$ cat src/rtl/drmq_pkg.sv
// ----------------------------------------------------------------------------
// drmq_pkg: shared definitions for the dirty rectangle merge queue
// Slot count, index helpers, operation codes and the stored entry layout.
// ----------------------------------------------------------------------------
package drmq_pkg;

  localparam int AREA_SLOTS = 16;
  localparam int IDX_W      = $clog2(AREA_SLOTS);
  localparam int ENTRY_W    = 64;

  localparam logic [1:0] OP_APPEND = 2'd0;
  localparam logic [1:0] OP_PEEK   = 2'd1;
  localparam logic [1:0] OP_POP    = 2'd2;
  localparam logic [1:0] OP_CLEAR  = 2'd3;

  typedef logic [IDX_W-1:0] idx_t;

  // Stored entry: x[15:0], y[31:16], w[47:32], h[63:48].
  typedef struct packed {
    logic [15:0] h;
    logic [15:0] w;
    logic [15:0] y;
    logic [15:0] x;
  } entry_t;

  // Next ring slot, wrapping at the slot count.
  function automatic idx_t idx_inc(input idx_t a);
    idx_t r;
    if (a == idx_t'(AREA_SLOTS - 1)) begin
      r = '0;
    end else begin
      r = a + idx_t'(1);
    end
    return r;
  endfunction

  // Number of occupied slots between read and write index.
  function automatic idx_t idx_count(input idx_t rd, input idx_t wr);
    idx_t r;
    if (wr >= rd) begin
      r = wr - rd;
    end else begin
      r = idx_t'(AREA_SLOTS - int'(rd) + int'(wr));
    end
    return r;
  endfunction

endpackage

$ cat src/rtl/drmq_ram.sv
// ----------------------------------------------------------------------------
// drmq_ram: generic single-port-write, single-port-read RAM
// One write and one registered read per cycle.
// ----------------------------------------------------------------------------
module drmq_ram #(
  parameter int WIDTH = 64,
  parameter int DEPTH = 16
) (
  input  logic                     clk,
  input  logic                     wr_en,
  input  logic [$clog2(DEPTH)-1:0] wr_addr,
  input  logic [WIDTH-1:0]         wr_data,
  input  logic                     rd_en,
  input  logic [$clog2(DEPTH)-1:0] rd_addr,
  output logic [WIDTH-1:0]         rd_data
);

  logic [WIDTH-1:0] mem [DEPTH];

  always_ff @(posedge clk) begin
    if (wr_en) begin
      mem[wr_addr] <= wr_data;
    end
    if (rd_en) begin
      rd_data <= mem[rd_addr];
    end
  end

endmodule

$ cat src/rtl/dirty_rect_merge_queue.sv
// ----------------------------------------------------------------------------
// dirty_rect_merge_queue: ring queue of pending redraw rectangles
// Appends merge into every overlapping queued entry, else join the tail or are dropped when full; peek, pop and clear.
// ----------------------------------------------------------------------------
// The block takes one command word at a time and returns exactly one result
// word for it. An append walks the queued entries from head to tail through
// the rectangle memory, one entry read per cycle, with the overlap test and
// union write-back in the cycle after the read. A peek or pop on a nonempty
// queue reads only the head entry; an append on an empty queue, a clear or an
// empty peek or pop reads none. The finish state waits while the result
// register holds a word not yet taken on m_axis_tready.
// The next command is taken as soon as the block returns to idle, even while
// the previous result still waits in the output register. The rectangle
// memory needs no initialization: only entries between the read and write
// index are ever read.
module dirty_rect_merge_queue
  import drmq_pkg::*;
(
  input  logic        clk,
  input  logic        rst,
  // Command word. tdata: rect_x[15:0], rect_y[31:16], rect_w[46:32],
  // rect_h[61:47], zero [63:62]. tuser: opcode[1:0].
  input  logic        s_axis_tvalid,
  output logic        s_axis_tready,
  input  logic [63:0] s_axis_tdata,
  input  logic [1:0]  s_axis_tuser,
  // Result word. tdata: head_x[15:0], head_y[31:16], head_w[47:32],
  // head_h[63:48], pending[67:64], merged[68], dropped[69], zero [71:70].
  // tuser: head_valid[0].
  output logic        m_axis_tvalid,
  input  logic        m_axis_tready,
  output logic [71:0] m_axis_tdata,
  output logic [0:0]  m_axis_tuser
);

  localparam logic [1:0] ST_IDLE   = 2'd0;
  localparam logic [1:0] ST_SCAN   = 2'd1;
  localparam logic [1:0] ST_FINISH = 2'd2;

  logic [1:0] state;

  // Ring indices.
  idx_t rd_idx;
  idx_t wr_idx;

  // Latched command.
  logic [1:0]  op;
  logic [15:0] nr_x;
  logic [15:0] nr_y;
  logic [14:0] nr_w;
  logic [14:0] nr_h;

  // Scan control: reads issued in one cycle are processed in the next.
  idx_t   issue_left;
  idx_t   scan_addr;
  logic   p_valid;
  idx_t   p_addr;
  logic   p_first;
  logic   any_merge;
  entry_t head_r;

  // Memory ports.
  logic   ram_wr_en;
  idx_t   ram_wr_addr;
  entry_t ram_wr_data;
  logic   ram_rd_en;
  entry_t ram_rd_data;

  drmq_ram #(
    .WIDTH(ENTRY_W),
    .DEPTH(AREA_SLOTS)
  ) u_store (
    .clk    (clk),
    .wr_en  (ram_wr_en),
    .wr_addr(ram_wr_addr),
    .wr_data(ram_wr_data),
    .rd_en  (ram_rd_en),
    .rd_addr(scan_addr),
    .rd_data(ram_rd_data)
  );

  assign s_axis_tready = (state == ST_IDLE);

  logic in_fire;
  assign in_fire = s_axis_tvalid && s_axis_tready;

  idx_t count_now;
  assign count_now = idx_count(rd_idx, wr_idx);

  // Number of entries the incoming command has to read.
  idx_t scan_len;
  always_comb begin
    case (s_axis_tuser)
      OP_APPEND: scan_len = count_now;
      OP_PEEK,
      OP_POP:    scan_len = (count_now != '0) ? idx_t'(1) : '0;
      default:   scan_len = '0;
    endcase
  end

  // Overlap test and bounding union of the fetched entry with the new one.
  entry_t              ent;
  logic signed [17:0]  e_l, e_t, e_r, e_b;
  logic signed [17:0]  n_l, n_t, n_r, n_b;
  logic signed [17:0]  u_l, u_t, u_r, u_b;
  logic signed [18:0]  span_w, span_h;
  logic                overlap;
  entry_t              joined;

  always_comb begin
    ent = ram_rd_data;
    e_l = {{2{ent.x[15]}}, ent.x};
    e_t = {{2{ent.y[15]}}, ent.y};
    e_r = e_l + $signed({2'b00, ent.w});
    e_b = e_t + $signed({2'b00, ent.h});
    n_l = {{2{nr_x[15]}}, nr_x};
    n_t = {{2{nr_y[15]}}, nr_y};
    n_r = n_l + $signed({3'b000, nr_w});
    n_b = n_t + $signed({3'b000, nr_h});
    overlap = (e_l < n_r) && (n_l < e_r) && (e_t < n_b) && (n_t < e_b);
    u_l = (e_l < n_l) ? e_l : n_l;
    u_t = (e_t < n_t) ? e_t : n_t;
    u_r = (e_r > n_r) ? e_r : n_r;
    u_b = (e_b > n_b) ? e_b : n_b;
    span_w = {u_r[17], u_r} - {u_l[17], u_l};
    span_h = {u_b[17], u_b} - {u_t[17], u_t};
    joined.x = u_l[15:0];
    joined.y = u_t[15:0];
    // Spans are never negative; anything past 16 bits saturates.
    joined.w = (span_w[18:16] != 3'b000) ? 16'hFFFF : span_w[15:0];
    joined.h = (span_h[18:16] != 3'b000) ? 16'hFFFF : span_h[15:0];
  end

  // Result of the command, evaluated in the finish state.
  logic   out_load;
  logic   do_append;
  logic   do_drop;
  idx_t   rd_new;
  idx_t   wr_new;
  idx_t   count_after;
  logic   hv;
  entry_t head_sel;
  entry_t nr_entry;

  assign nr_entry = '{h: {1'b0, nr_h}, w: {1'b0, nr_w}, y: nr_y, x: nr_x};
  assign out_load = (state == ST_FINISH) && (!m_axis_tvalid || m_axis_tready);

  always_comb begin
    do_append = (op == OP_APPEND) && !any_merge &&
                (count_now < idx_t'(AREA_SLOTS - 1));
    do_drop   = (op == OP_APPEND) && !any_merge && !do_append;
    rd_new    = rd_idx;
    wr_new    = wr_idx;
    case (op)
      OP_APPEND: begin
        if (do_append) begin
          wr_new = idx_inc(wr_idx);
        end
      end
      OP_POP: begin
        if (count_now != '0) begin
          rd_new = idx_inc(rd_idx);
        end
      end
      OP_CLEAR: begin
        rd_new = '0;
        wr_new = '0;
      end
      default: begin
      end
    endcase
    count_after = idx_count(rd_new, wr_new);
    case (op)
      OP_POP:   hv = (count_now != '0);
      OP_CLEAR: hv = 1'b0;
      default:  hv = (count_after != '0);
    endcase
    // An append into an empty queue reports the new rectangle as the head.
    if (!hv) begin
      head_sel = '0;
    end else if (op == OP_APPEND && count_now == '0) begin
      head_sel = nr_entry;
    end else begin
      head_sel = head_r;
    end
  end

  // Memory write: union write-back during the scan, new tail at finish.
  always_comb begin
    ram_rd_en   = (state == ST_SCAN) && (issue_left != '0);
    ram_wr_en   = 1'b0;
    ram_wr_addr = p_addr;
    ram_wr_data = joined;
    if (state == ST_SCAN && p_valid && op == OP_APPEND && overlap) begin
      ram_wr_en = 1'b1;
    end else if (out_load && do_append) begin
      ram_wr_en   = 1'b1;
      ram_wr_addr = wr_idx;
      ram_wr_data = nr_entry;
    end
  end

  always_ff @(posedge clk) begin
    if (rst) begin
      state         <= ST_IDLE;
      rd_idx        <= '0;
      wr_idx        <= '0;
      p_valid       <= 1'b0;
      issue_left    <= '0;
      any_merge     <= 1'b0;
      m_axis_tvalid <= 1'b0;
    end else begin
      // A new result loaded in the same cycle keeps the word valid.
      if (m_axis_tvalid && m_axis_tready && !out_load) begin
        m_axis_tvalid <= 1'b0;
      end
      case (state)
        ST_IDLE: begin
          if (in_fire) begin
            op         <= s_axis_tuser;
            nr_x       <= s_axis_tdata[15:0];
            nr_y       <= s_axis_tdata[31:16];
            nr_w       <= s_axis_tdata[46:32];
            nr_h       <= s_axis_tdata[61:47];
            issue_left <= scan_len;
            scan_addr  <= rd_idx;
            any_merge  <= 1'b0;
            p_valid    <= 1'b0;
            state      <= (scan_len != '0) ? ST_SCAN : ST_FINISH;
          end
        end
        ST_SCAN: begin
          p_valid <= ram_rd_en;
          p_addr  <= scan_addr;
          p_first <= (scan_addr == rd_idx);
          if (ram_rd_en) begin
            scan_addr  <= idx_inc(scan_addr);
            issue_left <= issue_left - idx_t'(1);
          end
          if (p_valid) begin
            if (op == OP_APPEND) begin
              if (overlap) begin
                any_merge <= 1'b1;
              end
              if (p_first) begin
                head_r <= overlap ? joined : ent;
              end
            end else begin
              head_r <= ent;
            end
          end
          if (issue_left == '0) begin
            state <= ST_FINISH;
          end
        end
        ST_FINISH: begin
          p_valid <= 1'b0;
          if (out_load) begin
            rd_idx        <= rd_new;
            wr_idx        <= wr_new;
            m_axis_tvalid <= 1'b1;
            state         <= ST_IDLE;
          end
        end
        default: begin
          state <= ST_IDLE;
        end
      endcase
    end
  end

  // Output register holds the payload; it is loaded only from the finish state.
  always_ff @(posedge clk) begin
    if (out_load) begin
      m_axis_tuser <= hv;
      m_axis_tdata <= {2'b00, do_drop, (op == OP_APPEND) && any_merge,
                       4'(count_after), head_sel};
    end
  end

  // A result never reports both a merge and a drop.
  assert property (@(posedge clk) disable iff (rst)
    m_axis_tvalid |-> !(m_axis_tdata[68] && m_axis_tdata[69]))
    else $error("merged and dropped both set");

  // An empty head report carries zero coordinates.
  assert property (@(posedge clk) disable iff (rst)
    (m_axis_tvalid && !m_axis_tuser[0]) |-> (m_axis_tdata[63:0] == 64'd0))
    else $error("head fields nonzero without head_valid");

  // Every read of the scan has been issued by the time the block is in the finish state.
  assert property (@(posedge clk) disable iff (rst)
    (state == ST_FINISH) |-> (issue_left == '0))
    else $error("scan ended with reads outstanding");

  // An accepted command always leaves the idle state.
  assert property (@(posedge clk) disable iff (rst)
    in_fire |=> (state != ST_IDLE))
    else $error("command accepted but block stayed idle");

endmodule
$ cat config.mk
export PLATFORM = sky130hd
export DESIGN_NAME = dirty_rect_merge_queue
export DESIGN_NICKNAME = d
export VERILOG_FILES = /design/src/rtl/drmq_pkg.sv /design/src/rtl/drmq_ram.sv /design/src/rtl/dirty_rect_merge_queue.sv
export SDC_FILE = /design/constraint.sdc
export NUM_CORES = 2
export LEC_CHECK = 0
export BUFFER_PORTS_ARGS = -buffer_cell sky130_fd_sc_hd__buf_2
export CELL_PAD_IN_SITES_DETAIL_PLACEMENT = 1
export CELL_PAD_IN_SITES_GLOBAL_PLACEMENT = 1
export CORE_AREA = 2 2 323 325
export CTS_CLUSTER_SIZE = 8
export DETAILED_ROUTE_END_ITERATION = 8
export DIE_AREA = 0 0 325 327
export HOLD_SLACK_MARGIN = 0.05
export MAX_ROUTING_LAYER = met4
export PLACE_DENSITY_LB_ADDON = 0.2
export SLEW_MARGIN = 20
export SYNTH_ARGS = -nofsm -noshare
export SYNTH_HDL_FRONTEND = slang
export SYNTH_HIERARCHICAL = 1
export SYNTH_SLANG_ARGS = --single-unit
$ cat constraint.sdc
create_clock -name clk -period 23.3 [get_ports clk]
set_clock_uncertainty 0.2 [all_clocks]
set_input_delay 4.66 -clock clk [delete_from_list [all_inputs] [get_ports clk]]
set_output_delay 4.66 -clock clk [all_outputs]
set_load 0.005 [all_outputs]
==> reports/metrics.cfg <==
[cts]
root_buffer=clkbuf_16
cts.hold.buffers_added=0
cts_tree=yes
clock-sinks=1313
post_cts_buffers=0
worst_skew_pair.late_latency_ps=780
cts_htree_levels=4
ctsResizeCount=0
cts_buffers=183
path_clk_slew_ps=50
clk_path_buf_depth=3

[placement]
portBuffers=140
hpwl_um=102900
dp_cells=5210
finalWeightedCongestion=0.9301

[grt]
use_met1_pct=47.94
use_met3_pct=5.844
grt.overflow.total=0
grt_pass1_wl_um=261100
grt_max_degree=140
track_usage_pct=34.75
top_usage_layer=met2
grtUsageMet2_pct=52.95
first_global_vias=38260
antenna_found_initial=4

[yosys]
synth-simple-area-share_pct=5.028
synth-xor-area-share_pct=1.331
synth-adder-area-share_pct=5.203
avgSynthCellArea_um2=15.77
synth_edf_count=1296
synth.distinct_cells=89
synth-compound-area-share_pct=9.098
synth_ff_type=edfxtp_1
synthArstFlopShare_pct=0
yosys_register_bits=1313
netlist_instances=3761
synth_top_family_by_area=multiplexers
syn_area_um2=59300
ys_warn_count=6
muxShareOfSynthArea_pct=10.91
yosysSeqAreaShare_pct=66.20

[worst_setup_path]
start_kind=register
required_ps=23560
cp_max_fo=29
path_common_cell=o21ai_0
critical_path_class=register to register
critPathCaptureType=register
critPathMaxStageDelay_ps=650
arrival_ps=10320
cp_slowest_cell=o21ai_4

[sta]
worst_slew_pin_slew_ps=1241
setup_violations=0
finalCritPeriodShare_pct=43.15
fmax_ghz=0.09946
setup_tns_ps=0
max_slew_margin_pct=17.25
layout_min_cycle_time_ps=10050
hold_viol_final=0
rsz0062_at_grt=false
drv_slew=0

[final_layout]
fin_nets=4325
area_delta_synth_final_pct=13.17
drive_gt1_share_pct=19.74
fin_cells=5435
fillers=9026
multi_input_area_um2=19090
seqCellArea_um2=39260

[floorplan]
initial_core_util_pct=57.63
die-area_um2=106300
placement_rows=118
fp.coreArea_um2=102900
die_y_um=327
die_w_um=325
io_pins=145

[detailed_routing]
first_pass_iters=6
antenna_left=0
first_iter_violations=4396
num_vias=37010
wl_um=177200
drc=0
viasPerCell=6.809
drt-wirelength-per-cell_um=32.61

[pwr]
max-vdd-ir-drop_mv=0.1794
power.density_nw_per_um2=144.0
total_leakage_power_nw=23.09

[job]
maxCapViolations=0

[outcome]
run_status=finished clean

[hold_path]
min_path_type=register to register

## per-stage QoR
stage	hold WS (ps)	utilization [%]	setup WS (ps)	area, µm²	power [W]
2_1_floorplan	258.2	-	11990	59300	0.005847
3_3_place_gp	281.2	60.19	13150	61940	0.006926
3_5_place_dp	294.6	60.24	12850	61990	0.007104
4_1_cts	303.0	65.11	12730	67000	0.009601
5_1_grt	329.0	65.21	12520	67110	0.01008
6_report	301.7	65.21	13250	67110	0.009665
## flip-flops by register name, indices dropped and copies added, names as in the netlist, 2 cells and up
signal / flops
u_store/rd_data: 64
nr_x: 16
issue_left: 4
op: 2
head_r: 64
nr_w: 15
scan_addr: 4
p_addr: 4
nr_h: 15
m_axis_tdata: 70
nr_y: 16
u_store/mem: 1024
wr_idx: 4
state: 2
rd_idx: 4
## where the power goes
part           total (W)  leakage [nW]  switching, W  internal, W
clock            0.00243          2.44      0.000991      0.00144
sequential       0.00351          11.7      0.000106      0.00341
combinational    0.00372          8.93       0.00252      0.00120
total            0.00967          23.1       0.00362      0.00605
## worst max-delay path: cells and delay by family, from the launching register on
kind | cells | cell delay, ps
mux | 2 | 890
fa+ha+maj | 5 | 1890
xor+xnor | 1 | 390
buf+inv | 1 | 90
compound gates | 17 | 4910
flops | 1 | 530
simple gates | 6 | 820
## logic make-up after synthesis
| kind of cell | count (synthesis) |
|---|---|
| AO/OA/AOI/OAI | 825 |
| XOR/XNOR | 88 |
| adder cells (fa/ha/maj) | 243 |
| buffers and inverters | 306 |
| flip-flops | 1313 |
| multiplexers | 323 |
| other | 1 |
| AND/OR/NAND/NOR | 662 |
## synthesized netlist by cell type, drive strengths merged (41+ instances only)
cell | number | area, µm²
clkbuf | 111 | 416.7
o21ai | 85 | 436.7
inv | 133 | 499.2
nand3 | 41 | 210.2
buf | 62 | 402.9
nor2 | 177 | 666.9
mux4 | 256 | 5766
a21o | 53 | 397.9
mux2i | 51 | 523.0
xnor2 | 49 | 447.9
a22oi | 132 | 991.0
a21oi | 282 | 1419
a31oi | 72 | 450.4
nand2 | 269 | 1010
ha | 229 | 2865
edfxtp | 1296 | 38920
## cell usage in the layout, fill, tap and decap left out, drive strengths merged, types with 9 or more instances in the layout
cell type / instances
nor2: 177
edfxtp: 1296
ha: 229
a21o: 53
o21bai: 13
and3: 10
and2: 12
a22oi: 132
clkbuf: 205
a31oi: 72
nand2b: 23
dfxtp: 17
or2: 10
nor3: 39
o21a: 26
a21oi: 282
nand3: 41
xnor2: 49
mux2: 16
xor2: 39
nor4: 18
nand4: 9
a311oi: 21
nor2b: 22
a2111oi: 10
a211oi: 25
mux4: 256
inv: 137
buf: 244
o311ai: 20
mux2i: 51
o21ai: 85
nand2: 269
o211ai: 17
## per-layer routing
layer | vias to the layer above | routed length [µm]
li1 | 15440 | -
met1 | 19030 | 70690
met2 | 2157 | 83330
met3 | 388 | 17460
met4 | 0 | 5760
met5 | - | 0
## final cells by class
cell class              instances  area share [%]
clock buffers                 205           7.057
multi-input cells            2143           28.45
flip-flops and latches       1313           58.50
repair buffers                244           2.267
diodes                          3         0.01119
well taps                    1380           2.573
inverters                     133          0.7458
clock inverters                14          0.4027
## path summary, 6_finish.rpt
kind | from | end | slack [ps] | depth (start not counted)
setup reg to reg | u_store/rd_data[17] | u_store/mem[8][52] | 13250 | 32
hold / removal | issue_left[1] | issue_left[1] | 300 | 2
setup / recovery | u_store/rd_data[17] | u_store/mem[8][52] | 13250 | 32
hold reg to reg | issue_left[1] | issue_left[1] | 300 | 2
(Power assumes the default switching activity.)
